## src/rtl/gmr_pkg.sv

```systemverilog
`timescale 1ns / 1ps

package gmr_pkg;

  localparam int MaxRows = 64;
  localparam int MaxCols = 64;

  localparam int ApbAddrW = 3;
  localparam int ApbDataW = 32;
  localparam int DimRegW  = 7;

  localparam logic [DimRegW-1:0] RowCountReset = 7'd64;
  localparam logic [DimRegW-1:0] ColCountReset = 7'd64;

  localparam logic [7:0] CharPath  = 8'h78;  // 'x'
  localparam logic [7:0] CharExit  = 8'h73;  // 's'
  localparam logic [7:0] CharStart = 8'h65;  // 'e'

  typedef enum logic [1:0] {
    CODE_BLOCKED = 2'd0,
    CODE_PATH    = 2'd1,
    CODE_EXIT    = 2'd2,
    CODE_START   = 2'd3
  } cell_code_e;

  typedef struct packed {
    logic [7:0] cell_char;
    logic       last_cell;
  } in_item_t;

  typedef struct packed {
    logic exit_found;
    logic start_missing;
  } out_item_t;

  typedef struct packed {
    logic [DimRegW-1:0] row_count;
    logic [DimRegW-1:0] col_count;
  } cfg_t;

  // Controller to datapath
  typedef struct packed {
    logic load;
    logic last_load;
    logic prep;
    logic check;
    logic div_step;
    logic start_take;
    logic cand_take;
    logic visit;
    logic dir_inc;
    logic pop;
    logic finish;
  } dp_cmd_t;

  // Datapath to controller
  typedef struct packed {
    logic missing;
    logic div_done;
    logic cand_ok;
    logic dir_last;
    logic stack_empty;
    logic out_busy;
  } dp_status_t;

  function automatic cell_code_e code_of(logic [7:0] ch);
    cell_code_e code;
    code = CODE_BLOCKED;
    if (ch == CharPath) begin
      code = CODE_PATH;
    end else if (ch == CharExit) begin
      code = CODE_EXIT;
    end else if (ch == CharStart) begin
      code = CODE_START;
    end
    return code;
  endfunction

endpackage

```

## src/rtl/gmr_ctrl.sv

```systemverilog
`timescale 1ns / 1ps

module gmr_ctrl import gmr_pkg::*; (
  input  logic       clk_i,
  input  logic       rst_ni,
  input  logic       in_valid_i,
  input  logic       in_last_i,
  output logic       in_ready_o,
  input  dp_status_t status_i,
  output dp_cmd_t    cmd_o
);

  typedef enum logic [2:0] {
    S_LOAD,
    S_PREP,
    S_CHECK,
    S_DIV,
    S_TEST,
    S_POP,
    S_DIR,
    S_DONE
  } state_e;

  state_e state_q;
  state_e state_d;

  always_ff @(posedge clk_i or negedge rst_ni) begin
    if (!rst_ni) begin
      state_q <= S_LOAD;
    end else begin
      state_q <= state_d;
    end
  end

  always_comb begin
    state_d    = state_q;
    cmd_o      = '0;
    in_ready_o = (state_q == S_LOAD);
    case (state_q)
      S_LOAD: begin
        if (in_valid_i) begin
          cmd_o.load = 1'b1;
          if (in_last_i) begin
            cmd_o.last_load = 1'b1;
            state_d         = S_PREP;
          end
        end
      end
      S_PREP: begin
        cmd_o.prep = 1'b1;
        state_d    = S_CHECK;
      end
      S_CHECK: begin
        cmd_o.check = 1'b1;
        state_d     = status_i.missing ? S_DONE : S_DIV;
      end
      S_DIV: begin
        // split the start index into row and column
        if (status_i.div_done) begin
          cmd_o.start_take = 1'b1;
          state_d          = S_TEST;
        end else begin
          cmd_o.div_step = 1'b1;
        end
      end
      S_TEST: begin
        cmd_o.visit = 1'b1;
        if (status_i.dir_last) begin
          state_d = S_POP;
        end else begin
          cmd_o.dir_inc = 1'b1;
          state_d       = S_DIR;
        end
      end
      S_POP: begin
        if (status_i.stack_empty) begin
          state_d = S_DONE;
        end else begin
          cmd_o.pop = 1'b1;
          state_d   = S_DIR;
        end
      end
      S_DIR: begin
        if (status_i.cand_ok) begin
          cmd_o.cand_take = 1'b1;
          state_d         = S_TEST;
        end else if (status_i.dir_last) begin
          state_d = S_POP;
        end else begin
          cmd_o.dir_inc = 1'b1;
        end
      end
      S_DONE: begin
        // hold until the output register is free
        if (!status_i.out_busy) begin
          cmd_o.finish = 1'b1;
          state_d      = S_LOAD;
        end
      end
      default: state_d = S_LOAD;
    endcase
  end

endmodule

```

## config.mk

```make
export PLATFORM = sky130hd
export DESIGN_NAME = gmr_ctrl
export DESIGN_NICKNAME = d
export VERILOG_FILES = /design/src/rtl/gmr_pkg.sv /design/src/rtl/gmr_ctrl.sv
export SDC_FILE = /design/constraint.sdc
export NUM_CORES = 1
export LEC_CHECK = 0
export BUFFER_PORTS_ARGS = -buffer_cell sky130_fd_sc_hd__buf_4
export CORE_AREA = 2 2 39 41
export CTS_BUF_LIST = sky130_fd_sc_hd__clkbuf_4
export DETAILED_ROUTE_END_ITERATION = 12
export DIE_AREA = 0 0 41 43
export HOLD_SLACK_MARGIN = 0.15
export PLACE_DENSITY_LB_ADDON = 0.05
export RECOVER_POWER = 25
export SLEW_MARGIN = 20
export SYNTH_ARGS = -nofsm -noshare
export SYNTH_HDL_FRONTEND = slang
export SYNTH_SLANG_ARGS = --single-unit
```

## constraint.sdc

```tcl
create_clock -name clk_i -period 1.6 [get_ports clk_i]
set_input_delay 0.32 -clock clk_i [delete_from_list [all_inputs] [get_ports clk_i]]
set_output_delay 0.32 -clock clk_i [all_outputs]
set_load 0.05 [all_outputs]
```

# Yosys cells after proc, flatten, opt, wreduce, memory -nomap -nowiden
# Index checks and enable logic that the tools add are counted.
[totals] reg_bits=3 inputBits=10 out_inout_bits=12 wordCells=43
[classes] eq_ne=12 mux=28 reduce_logical=2
[ops] cell="one-hot mux 3 bit (8 select lines)" n=1
[ops] cell="two-way mux 3 bit" n=7
[ops] cell="two-way mux 1 bit" n=15
[ops] cell="== test 3 bit (second input constant)" n=4
[ops] cell="two-way mux 2 bit" n=4
[ops] cell="!= test 2 bit (second input constant)" n=4
[ops] cell="== test 3 x 2 -> 1 bit (second input constant)" n=2
[ops] cell="AND reduction 5 bit" n=1
[ops] cell="== test 3 x 1 -> 1 bit (second input constant)" n=1
[ops] cell="logical NOT 3 bit" n=1
[ops] cell="!= test 3 bit (second input constant)" n=1
[ops] cell="one-hot mux 1 bit (2 select lines)" n=1

# Logic depth before layout (Yosys ltp)
[logic_depth] word_depth=3 mapped_depth=5 ltp_nobuf=4

# Worst setup path before layout
# No wires, ideal clock.
[synth_timing] path_kind="register to output" startpoint="register state_q[1]" endpoint="output port cmd_o[2] in the netlist's numbering" t_arrival_ns=1.858 required_time_ns=1.280 slack_ns=-0.578 path_stages_with_launch=5 path_buffers=2 path_cell_list="dfrtp_1 buf_6 buf_2 nand2_1 nor3b_1"
[synth_rtl] element="start, declared" line="gmr_ctrl.sv:24" text="state_e state_q;"
[synth_rtl] element="start signal, assigned" line="gmr_ctrl.sv:31" text="state_q <= state_d;"
[synth_rtl] element="end, declared" line="gmr_ctrl.sv:10" text="output dp_cmd_t cmd_o"

==> key figures <==
STA
  – Worst setup margin: 0.0196 ns
  – Crit path time final: ~1.6 ns
  – RSZ-0062 raised after global routing: yes
  – Period utilization: 0.988
  – Setup TNS: 0 ns
  – Max_slew headroom: 0.846
  – Clock Skews: between 0.003 and 0.004 ns
  – Worst slew pin tran: roughly 0.23 ns
  – Setup-failing EPs final: 0
  – Fmax: 633 MHz
  – Final hold violation count: 0
  – Max-slew violation count: 0
  – Final hold slack: 0.389 ns

Power
  – Sequential power share: 0.145
  – Static Leakage: around 0.3 nW
  – NetSw: 0.671 mW
  – Clock power share: 0.111
  – Cell internal pwr: 0.673 mW
  – P per Cell Area: between 2000 and 2500 nW/µm²
  – Comb pwr share: 0.744
  – Final Total Pwr: about 1.3 mW
  – VDD IR max: between 0.001 and 0.0015 V
  – Sw Ratio: 0.499

Worst setup path
  – Worst r2r src: state_q[0]
  – Flop-to-flop setup slack: between 0.2 and 0.3 ns
  – RR Endpoint: state_q[0]
  – CP Max Fanout: 6
  – Critical path's top delay family: simple AND/OR/NAND/NOR gates
  – Critical Path End Type: output pin
  – Worst EP arrival: 1.26 ns
  – CP bufs+invs: 1
  – Cell with the largest stage delay on the worst path: dfrtp_2
  – Setup crit end: cmd_o[9]
  – Stages on worst setup path: 3
  – Startpoint Class: flop
  – Critical path, cell by cell: nor3_4 > and3_4 > buf_8
  – Crit Path Class: flop to output pin
  – Crit path required time: between 1 and 1.5 ns
  – Worst path max stage delay: 0.44 ns
  – Worst-case reg-to-reg path depth: 4
  – Setup crit start: state_q[0]

Layout
  – Fillers: about 150
  – Post-Layout Cell Count: 94
  – N_diodes: 0
  – Largest regs: state_q: 3 flops
  – Area Overhead vs Synth: 97.4%
  – FF/Latch Area: roughly 80 µm²
  – Layout net count: ~90
  – Max reg flops: 3
  – Layout cells sized above 1: 0.654
  – Top reg by flops: state_q
  – Multi-input logic area: 278 µm²

Synthesis
  – Post-synthesis sequential area ratio: 0.223
  – Share of flip-flops with an asynchronous set or reset: 1.00
  – Syn Inst Count: between 40 and 50
  – Synth Register Bits: 3
  – Synth Flop Type: dfrtp_1
  – Distinct cells, synth: 24
  – Yosys Warn Count: 0
  – Yosys top cell by area: dfrtp_1
  – Mapped Area: around 340 µm²
  – Count leader, synth: nand2_1
  – Synth top area share: 0.223
  – Area contributors post-synth: dfrtp_1 22%, nor3b_1 8.9%, buf_6 6.7%
  – Avg Inst Size Synth: about 7.5 µm²
  – Syn Nets: 55
  – List of most frequent post-synthesis cells: 6 x nand2_1, 4 x nor2_1, 4 x nor3b_1, 4 x o21ai_0, 3 x dfrtp_1
  – Post-synth EDFFs: 0

Worst hold path
  – Path type of the worst min-delay path: input pin to flop
  – Worst min-delay path startpoint: status_i[2]

Drt
  – Highest metal used: met3
  – Post-DRT Antenna Nets: 0
  – Drt wl/cell: between 10 and 15 µm
  – Drt first pass iters: 3
  – Wl on met1: about 400 µm
  – Residual DRC: 0
  – Met2 WL: about 520 µm
  – Final wirelength: roughly 990 µm
  – Vias per cell: between 4 and 5
  – Vias post-DR: 426
  – Initial DRC Count: 4
  – Wire length on met3: roughly 64 µm

Floorplan
  – Die area: 1760 µm²
  – DIE WIDTH: a little over 40 µm
  – # IOs: 22
  – Core region area: approximately 1400 µm²
  – Rows: 14
  – Die H: about 43 µm
  – Initial Util: 0.243

CTS
  – Clock Pin Slew Worst Setup and Hold Paths: about 0.040 ns
  – Clock buffer depth: 2
  – Num CTS Buffers: 3
  – H-tree depth: 1
  – Clock latency on the worst-skew pair: ~0.23 ns
  – CTS tree: built
  – Root Buffer: clkbuf_4
  – CTS sink cnt: 3

Global routing
  – Vias in the first global route: roughly 400
  – Total gr overflow: 0
  – First-pass GRT wire length: approximately 1.6 mm
  – Largest net degree at the start of global routing: 8
  – Initial antenna violation count: 0
  – Total GRT Usage: 0.135

Flow run
  – # Max-Cap Violations: 0

Placement
  – Buffers on Ports: 21
  – Post-placement cell count: 81
  – Post-detail-place hpwl: 695 µm
  – Dpl ws: 0.104 ns
  – Placer Congestion: approximately 0.67

Outcome
  – Status: finished clean
power groups by stage:
stage	logic (mW)	registers, mW	clock network, mW
6_report	1.00	0.195	0.150
5_1_grt	1.09	0.208	0.160
4_1_cts	0.999	0.196	0.155
3_5_place_dp	0.771	0.251	0
3_3_place_gp	0.777	0.259	0
2_1_floorplan	0.697	0.153	0
metal layers:
layer,vias up,track usage
met2,15,0.216
met5,-,0
li1,226,-
met3,0,0.0314
met1,185,0.172
met4,0,0.0400
placed cells by master (no fill, tap or decap), types with 2 or more instances in the layout:
master / n
a21oi_1: 2
buf_4: 27
buf_6: 2
clkbuf_4: 4
dfrtp_2: 3
nand2_1: 5
nand3b_1: 2
nor2_1: 2
nor2_2: 3
nor2b_2: 2
nor3b_2: 3
o21ai_0: 4
cells by family (layout without fill, tap and decap cells):
kind of cell,after synthesis,count (layout),synth area share
compound gates,12,12,0.227
buf+inv,4,37,0.104
flops,3,3,0.223
simple gates,26,26,0.446
final cells by class:
| class | instances | area share |
|---|---|---|
| clock buffers | 4 | 0.0452 |
| repair buffers | 33 | 0.388 |
| multi-input cells | 38 | 0.418 |
| flip-flops and latches | 3 | 0.119 |
| well taps | 16 | 0.0301 |
worst min-delay path by stage:
stage	to	depth (start not counted)
2_1_floorplan	state_q[0]	0
3_3_place_gp	state_q[1]	1
3_5_place_dp	state_q[0]	1
4_1_cts	state_q[1]	3
5_1_grt	state_q[1]	3
6_report	state_q[1]	3
tightest hold or removal path: stages:
cell      delay (ns)
buf_4           0.10
nand3b_1        0.10
o21ai_1         0.06
metrics by stage:
| step | cell area, µm² | utilization |
|---|---|---|
| after floorplan | 374 | - |
| after global placement | 539 | 0.390 |
| after detailed placement | 539 | 0.390 |
| after CTS | 654 | 0.473 |
| after global routing | 664 | 0.480 |
| final | 664 | 0.480 |
timing repair:
action	CTS	global route
pin swaps	1	0
setup buffers	8	0
hold buffers	1	0
gates cloned	0	0
gates resized for setup	7	4
hold endpoints to repair	3	0
setup endpoints to repair	12	4
No activity file was read; power rests on OpenSTA's default activity.
