===== config.mk =====
export PLATFORM = sky130hd
export DESIGN_NAME = gmr_regs
export DESIGN_NICKNAME = d
export VERILOG_FILES = /design/src/rtl/gmr_pkg.sv /design/src/rtl/gmr_regs.sv
export SDC_FILE = /design/constraint.sdc
export NUM_CORES = 1
export LEC_CHECK = 0
export BUFFER_PORTS_ARGS = -buffer_cell sky130_fd_sc_hd__clkbuf_2
export CORE_MARGIN = 4
export CORE_UTILIZATION = 31
export DETAILED_ROUTE_END_ITERATION = 12
export PLACE_DENSITY = 0.77
export SLEW_MARGIN = 10
export SYNTH_ARGS = -nofsm -noshare
export SYNTH_HDL_FRONTEND = slang
export SYNTH_SLANG_ARGS = --single-unit

===== constraint.sdc =====
create_clock -name clk_i -period 0.8 [get_ports clk_i]
set_input_delay 0.16 -clock clk_i [delete_from_list [all_inputs] [get_ports clk_i]]
set_output_delay 0.16 -clock clk_i [all_outputs]
set_load 0.02 [all_outputs]

===== src/rtl/gmr_pkg.sv =====
`timescale 1ns / 1ps

package gmr_pkg;

  localparam int MaxRows = 64;
  localparam int MaxCols = 64;

  localparam int ApbAddrW = 3;
  localparam int ApbDataW = 32;
  localparam int DimRegW  = 7;

  localparam logic [DimRegW-1:0] RowCountReset = 7'd64;
  localparam logic [DimRegW-1:0] ColCountReset = 7'd64;

  localparam logic [7:0] CharPath  = 8'h78;  // 'x'
  localparam logic [7:0] CharExit  = 8'h73;  // 's'
  localparam logic [7:0] CharStart = 8'h65;  // 'e'

  typedef enum logic [1:0] {
    CODE_BLOCKED = 2'd0,
    CODE_PATH    = 2'd1,
    CODE_EXIT    = 2'd2,
    CODE_START   = 2'd3
  } cell_code_e;

  typedef struct packed {
    logic [7:0] cell_char;
    logic       last_cell;
  } in_item_t;

  typedef struct packed {
    logic exit_found;
    logic start_missing;
  } out_item_t;

  typedef struct packed {
    logic [DimRegW-1:0] row_count;
    logic [DimRegW-1:0] col_count;
  } cfg_t;

  // Controller to datapath
  typedef struct packed {
    logic load;
    logic last_load;
    logic prep;
    logic check;
    logic div_step;
    logic start_take;
    logic cand_take;
    logic visit;
    logic dir_inc;
    logic pop;
    logic finish;
  } dp_cmd_t;

  // Datapath to controller
  typedef struct packed {
    logic missing;
    logic div_done;
    logic cand_ok;
    logic dir_last;
    logic stack_empty;
    logic out_busy;
  } dp_status_t;

  function automatic cell_code_e code_of(logic [7:0] ch);
    cell_code_e code;
    code = CODE_BLOCKED;
    if (ch == CharPath) begin
      code = CODE_PATH;
    end else if (ch == CharExit) begin
      code = CODE_EXIT;
    end else if (ch == CharStart) begin
      code = CODE_START;
    end
    return code;
  endfunction

endpackage


===== src/rtl/gmr_regs.sv =====
`timescale 1ns / 1ps

module gmr_regs import gmr_pkg::*; (
  input  logic                clk_i,
  input  logic                rst_ni,
  input  logic                psel,
  input  logic                penable,
  input  logic                pwrite,
  input  logic [ApbAddrW-1:0] paddr,
  input  logic [ApbDataW-1:0] pwdata,
  output logic [ApbDataW-1:0] prdata,
  output logic                pready,
  output cfg_t                cfg_o
);

  typedef enum logic {
    REG_ROW_COUNT = 1'b0,
    REG_COL_COUNT = 1'b1
  } reg_idx_e;

  logic [DimRegW-1:0] row_count_q;
  logic [DimRegW-1:0] col_count_q;
  logic               wr_en;
  reg_idx_e           reg_idx;

  assign pready  = 1'b1;
  assign wr_en   = psel && penable && pwrite && pready;
  assign reg_idx = reg_idx_e'(paddr[2]);

  always_ff @(posedge clk_i or negedge rst_ni) begin
    if (!rst_ni) begin
      row_count_q <= RowCountReset;
      col_count_q <= ColCountReset;
    end else if (wr_en) begin
      case (reg_idx)
        REG_ROW_COUNT: row_count_q <= pwdata[DimRegW-1:0];
        REG_COL_COUNT: col_count_q <= pwdata[DimRegW-1:0];
        default: ;
      endcase
    end
  end

  always_comb begin
    prdata = '0;
    case (reg_idx)
      REG_ROW_COUNT: prdata[DimRegW-1:0] = row_count_q;
      REG_COL_COUNT: prdata[DimRegW-1:0] = col_count_q;
      default: ;
    endcase
  end

  assign cfg_o.row_count = row_count_q;
  assign cfg_o.col_count = col_count_q;

endmodule


# Word level (Yosys, flattened, before mapping)

Index checks and enable logic that the tools add are counted.

Memories kept: 0
Register bits: 14
Word-level logic and storage cells: 8
Output and inout bits: 47
Latch bits: 0
RAM bits: 0
Bits in read-only memories: 0
Input port bits: 40

Shifts and indexed selects: 0
$mul: 0
Div/mod/pow operators: 0
Muxes and demuxes: 1
Bitwise logic cells: 1
$add $sub $neg: 0
$lt $le $gt $ge: 0
Equal/unequal tests: 0
Reduce and logical (&&, ||, !) cells: 4

Operator list:

| cell                                  | number |
|---|---|
| 7-bit one-hot mux with 2 select lines | 1 |
| 2-bit AND reduction                   | 2 |
| 1-bit logical AND                     | 2 |
| 1-bit NOT                             | 1 |

# Depth between registers and ports, before layout

Gate-level depths: netlist (run 1).

Word-level depth: 3
Mapped depth: 3

# Least setup slack after synthesis (run 1)

Ideal clock, no wire load.

Path kind: flip-flop to output port
Start: register row_count_q[6]
End: output prdata[6]
Stages on the path, launching flop included: 2
Buffers on the path: 0
Setup slack: -0.160 ns
Data required time: 0.640 ns
Arrival time: 0.800 ns
Cells stage by stage: dfstp_2 -> mux2_2

Word-level cells in the longest chain between the ends: 1

RTL lines:

| what                                  | line           | source |
|---|---|---|
| from (decl)                           | gmr_regs.sv:21 | `logic [DimRegW-1:0] row_count_q;` |
| from (signal assigned)                | gmr_regs.sv:32 | `row_count_q <= RowCountReset;` |
| from (signal assigned)                | gmr_regs.sv:36 | `REG_ROW_COUNT: row_count_q <= pwdata[DimRegW-1:0];` |
| 7-bit one-hot mux with 2 select lines | gmr_regs.sv:45 | `case (reg_idx)` |
| to (decl)                             | gmr_regs.sv:11 | `output logic [ApbDataW-1:0] prdata,` |

Every way passes these cells.

# Worst setup path after layout (run 1)

Start: register row_count_q[4]
End: output prdata[4]

Same word-level chain as after synthesis.

==> metrics.cfg, run 1 <==
[cells_and_area]
fill_cells=204
multi_input_area_um2=454
area_delta_synth_final_pct=79.4
post_route_cells_drive_above_1_share_pct=78.0
num-nets-final=164
mostFrequentLayoutCells=26 x sky130_fd_sc_hd__conb_1, 22 x sky130_fd_sc_hd__buf_6, 20 x sky130_fd_sc_hd__mux2_4
n_antenna_cell=0
final_cells=153
sequential_cell_area_um2=368
postLayoutCellArea_um2=1510
most_common_cell_after_layout_fill_and_taps_aside=sky130_fd_sc_hd__conb_1

[power]
total_power_mw=3.75
comb_power_share_pct=58.6
internal_power_mw=2.52
power_per_cell_area_nw_per_um2=2490
static-leakage-power_nw=0.796
p_switching_mw=1.23
power_frac_clock_pct=14.2
vdd.ir_drop.worst_mv=1.65
switching_share_pct=32.8
p_seq_share_pct=27.2

[timing]
min_period_over_period_pct=163
worst_hold_slack_ns=0.118
unrepaired_setup_endpoints_after_global_routing=yes
clock.fmax_mhz=768
timing.final.ws_setup_ns=-0.502
finalClockSkew_ns=0
period_needed_ns=1.30
finalMaxSlewViolations=0
setup-violations-final=34
finalHoldViolations=0

[drt]
drtIter0Drc=2
top_layer_used=met4
vias=646
wl_met1_um=816
firstDrtPassIters=2
met3RoutedLength_um=289
route.detailed.drc=0
drt-wirelength-per-cell_um=13.8
routed_via_density=4.22
totalWireLength_mm=2.11
remaining_antenna_violation_count=0
met2RoutedLength_um=988

[global_route]
initial_antenna_violation_count=0
grt_start_max_net_pins=15
track_usage_pct=11.9
grt-ovfl-total=0
grt_pass1_vias=640
wire_length_of_the_first_global_routing_pass_mm=3.08

[setup_path]
cp_data_arrival_time_ns=1.14
worstSetupStartpointType=flop
worst-path-max-fanout=2
r2r_end=row_count_q[4]
rrSetupSlack_ns=-0.20
timing.critical_path.slowest_cell_delay_ns=0.43
critical_path.reg2reg.startpoint=row_count_q[4]
criticalPathCategory=reg -> out
cp-end-kind=output pin
worst_r2r_path_depth=3
critPathTopFamily=flip-flops
worstSetupPathDepth=2
standard_cell_with_the_maximum_stage_delay_on_the_critical_path=sky130_fd_sc_hd__dfrtp_2
critical_path.cell_chain=mux2_4 > buf_8
cp.required_ns=0.64
timing.critical_path.buf_inv=1

[synthesis]
most_area_consuming_cells_after_synthesis=sky130_fd_sc_hd__dfrtp_1 36%, sky130_fd_sc_hd__mux2_2 28%, sky130_fd_sc_hd__buf_4 23%
netlist.top_cell.by_area=sky130_fd_sc_hd__dfrtp_1
postSynthRegisterBits=14
synth_seq_area_share_pct=42.0
post_synthesis_share_of_cell_area_spent_on_xor_and_xnor_gates_pct=0
dominant_combinational_cell_family_by_area_after_synthesis=multiplexers
synthDominantCellAreaShare_pct=35.8
synth-compound-area-share_pct=0
syn_area_per_cell_um2=12.7
synth-simple-area-share_pct=4.32
synth_fa_ha_area_share_pct=0
post_synth_instance_area_um2=840
ys_types=8
yosysWarnings=0
syn-instance-count=66
synth.mux.area_fraction_pct=28.2

[die]
dieWidth_um=60.0
fp-row-count=18
floorplan.initialDensity_pct=33.3
die_h_um=60.0
floorplan.die_area_um2=3600
fp.coreArea_um2=2520
num_io_pins=87

[clocking]
path_clk_slew_ns=0.10
tritoncts=done
clock_latency_ns=0.28
cts_root_buf=sky130_fd_sc_hd__clkbuf_4
cts_inserted_buffers=3
cts_max_level=1
max_clock_buf_depth=2
number_of_clock_sinks=14

[place]
place.port_buffers=33
dp_worst_setup_slack_ns=-0.288
dpl.cell_count=142
global_placement_routability_congestion=0.708
placedInstanceArea_um2=1100
place_hpwl_mm=1.38

[worst_hold_path]
worstHoldStart=pwdata[2]
hold_path_class=in -> reg
hold_path_depth=2
worst_hold_path.endpoint=col_count_q[2]

[run_status]
outcome=complete, but fails checks
violations=negative setup slack

[job]
cap_violations=0

==> state kept, by name, indices dropped and copies added (netlist names) <==
signal / flops
row_count_q: 7
col_count_q: 7
==> timing repair <==
item / 4_1_cts / 5_1_grt
hold endpoints to repair: 12 / 0
gates resized for setup: 54 / 45
hold buffers: 1 / 0
buffers inserted: 0 / 12
setup endpoints to repair: 34 / 34
==> worst max-delay path by stage <==
stage                        start   endpoint
floorplan           row_count_q[6]  prdata[6]
global placement          paddr[2]  prdata[2]
detailed placement        paddr[2]  prdata[5]
CTS                 row_count_q[5]  prdata[5]
global route        row_count_q[4]  prdata[4]
finish              row_count_q[4]  prdata[4]
==> per-stage QoR <==
step	utilization (%)	TNS (ns)
final	59.7	-9.40
after global routing	59.7	-10.24
after CTS	54.5	-9.25
after detailed placement	43.8	-5.49
after global placement	43.8	-5.22
after floorplan	-	-1.77
==> power groups by stage <==
stage	Sequential (mW)	Clock (mW)	Combinational (mW)
floorplan	1.22	0	0.647
global placement	0.991	0	1.31
detailed placement	1.00	0	1.32
CTS	1.01	0.536	1.80
global route	1.03	0.573	2.32
finish	1.02	0.534	2.20
==> final cells by class <==
cell class / instances / share of cell area [%]
tap: 30 / 2.49
timing repair buffer: 56 / 40.5
clock buffer: 4 / 2.41
sequential: 14 / 24.4
multi-input combinational: 49 / 30.1
==> kinds of logic (layout without fill, tap and decap cells) <==
family | after synthesis | count (layout)
flops | 14 | 14
simple gates | 2 | 2
other cells | 2 | 26
mux | 21 | 21
buf+inv | 27 | 60
==> worst register-to-register path: stages, from the launching register on <==
cell	delay (ns)
sky130_fd_sc_hd__dfrtp_2	0.43
sky130_fd_sc_hd__buf_6	0.12
sky130_fd_sc_hd__buf_6	0.10
sky130_fd_sc_hd__mux2_4	0.25
==> synth_stat cells, drive strengths merged <==
master / instances
buf: 27
conb: 2
dfrtp: 12
dfstp: 2
mux2: 21
nand4: 1
nand4b: 1
==> layer usage <==
layer | track usage (%) | vias to the layer above
met5 | 0 | -
li1 | - | 287
met1 | 13.6 | 308
met2 | 19.3 | 49
met4 | 4.75 | 0
met3 | 5.40 | 2
(Power assumes the default switching activity.)
==> run 2: changes to the inputs <==
Settings changed: CTS_CLUSTER_DIAMETER set to 150, PLACE_DENSITY 0.77 to 0.75.
==> run 2 against run 1 <==
The flow still finishes with violations (negative setup slack). Clock power is 4% lower. Combinational power is 4% lower. Routed wire length is 3.1% lower. Maximum frequency is 2.4% higher. Power is 2.7% lower. Clock skew stayed put. Critical path depth stayed put. Utilization is 1.0 points lower. Highest routed layer unchanged. Flip-flop and latch count stayed put. Sequential power hardly changed. Count of clock-buffer cells in the layout stayed put. Cell area is 1.7% lower.
==> metrics.cfg, run 2 (same netlist as run 1, synthesis figures left out) <==
[clocking]
path_clk_slew_ns=0.09
cts_max_level=1
cts_root_buf=sky130_fd_sc_hd__clkbuf_4
number_of_clock_sinks=14
max_clock_buf_depth=2
cts_inserted_buffers=3
tritoncts=done
clock_latency_ns=0.28

[worst_hold_path]
hold_path_class=in -> reg

[global_route]
grt-ovfl-total=0
grt_start_max_net_pins=15
track_usage_pct=12.1
grt_pass1_vias=674
initial_antenna_violation_count=0
wire_length_of_the_first_global_routing_pass_mm=3.22

[drt]
route.detailed.drc=0
remaining_antenna_violation_count=0
drt-wirelength-per-cell_um=13.4
drtIter0Drc=3
vias=642
routed_via_density=4.20
firstDrtPassIters=4
totalWireLength_mm=2.05

[timing]
unrepaired_setup_endpoints_after_global_routing=yes
finalHoldViolations=0
clock.fmax_mhz=787
min_period_over_period_pct=159
worst_hold_slack_ns=0.123
timing.final.ws_setup_ns=-0.471
finalClockSkew_ns=0
period_needed_ns=1.27
finalMaxSlewViolations=0
setup-violations-final=35

[die]
floorplan.die_area_um2=3600
fp-row-count=18
dieWidth_um=60.0
die_h_um=60.0
num_io_pins=87
floorplan.initialDensity_pct=33.3
fp.coreArea_um2=2520

[power]
vdd.ir_drop.worst_mv=1.70
total_power_mw=3.65
power_per_cell_area_nw_per_um2=2470
static-leakage-power_nw=0.780

[setup_path]
standard_cell_with_the_maximum_stage_delay_on_the_critical_path=sky130_fd_sc_hd__dfrtp_2
criticalPathCategory=reg -> out
cp_data_arrival_time_ns=1.11
cp.required_ns=0.64
cp-end-kind=output pin
worstSetupStartpointType=flop
worst-path-max-fanout=2
critical_path.cell_chain=mux2_4 > buf_6
timing.critical_path.slowest_cell_delay_ns=0.42

[cells_and_area]
n_antenna_cell=0
area_delta_synth_final_pct=76.3
mostFrequentLayoutCells=26 x sky130_fd_sc_hd__conb_1, 21 x sky130_fd_sc_hd__buf_6, 18 x sky130_fd_sc_hd__mux2_4
final_cells=153
layout.core_utilization_pct=58.7
num-nets-final=164
layout_top_registers=col_count_q: 7 flops, row_count_q: 7 flops
post_route_cells_drive_above_1_share_pct=78.0
most_common_cell_after_layout_fill_and_taps_aside=sky130_fd_sc_hd__conb_1

[place]
dp_worst_setup_slack_ns=-0.328
place_hpwl_mm=1.47
place.port_buffers=33
dpl.cell_count=144
global_placement_routability_congestion=0.715

[run_status]
violations=negative setup slack
outcome=complete, but fails checks

[job]
cap_violations=0

## run 2: changes by cell type in the layout (fill, tap and decap cells not counted)
| cell | change |
|---|---|
| sky130_fd_sc_hd__buf_4 | +3 |
| sky130_fd_sc_hd__buf_8 | -2 |
| sky130_fd_sc_hd__mux2_4 | -2 |
| sky130_fd_sc_hd__buf_6 | -1 |
| sky130_fd_sc_hd__mux2_2 | +2 |
## run 2: cell type report
cell class,instances,area (um^2)
clock buffers,4,36.3
fillers,202,1040
multi-input cells,49,447
flip-flops and latches,14,368
well taps,30,37.5
repair buffers,56,592
## run 2: worst max-delay path, delay by kind of cell (launching register included)
kind | cells | cell delay, ns
muxes | 1 | 0.28
buffers and inverters | 1 | 0.13
DFF | 1 | 0.42
## run 2: layer usage
| layer | share of wire [%] | vias up | global-route usage, % |
|---|---|---|---|
| li1 | - | 288 | - |
| met1 | 35 | 306 | 13.6 |
| met2 | 52 | 45 | 21.9 |
| met3 | 12 | 3 | 3.02 |
| met4 | 0.93 | 0 | 3.80 |
| met5 | 0 | - | 0 |
## run 2: report_power, final
group / total (mW) / switching (mW) / internal (mW)
registers: 1.01 / 0.109 / 0.904
logic: 2.12 / 0.844 / 1.28
clock network: 0.514 / 0.237 / 0.277
## run 2: path summary, 6_finish.rpt
check / start / endpoint / slack (ns) / cells past startpoint
worst max-delay path: row_count_q[3] / prdata[3] / -0.47 / 2
worst min-delay path: pwdata[2] / col_count_q[2] / 0.12 / 2
worst max register to register: row_count_q[5] / row_count_q[5] / -0.21 / 3
worst min register to register: col_count_q[0] / col_count_q[0] / 0.62 / 2
max in group asynchronous: rst_ni / col_count_q[6] / 0.19 / 2
min in group asynchronous: rst_ni / row_count_q[3] / 0.31 / 2
## run 2: timing repair
item,in CTS,in global routing
buffers inserted,5,7
hold buffers,1,0
setup endpoints to repair,35,35
resized for setup,49,45
hold endpoints to repair,12,0
pin swaps,0,0
## run 2: per-stage QoR
step / instance area (um^2) / TNS [ns]
floorplan: 996 / -1.77
global placement: 1120 / -5.49
detailed placement: 1120 / -6.26
CTS: 1400 / -10.03
global route: 1480 / -10.18
finish: 1480 / -9.21
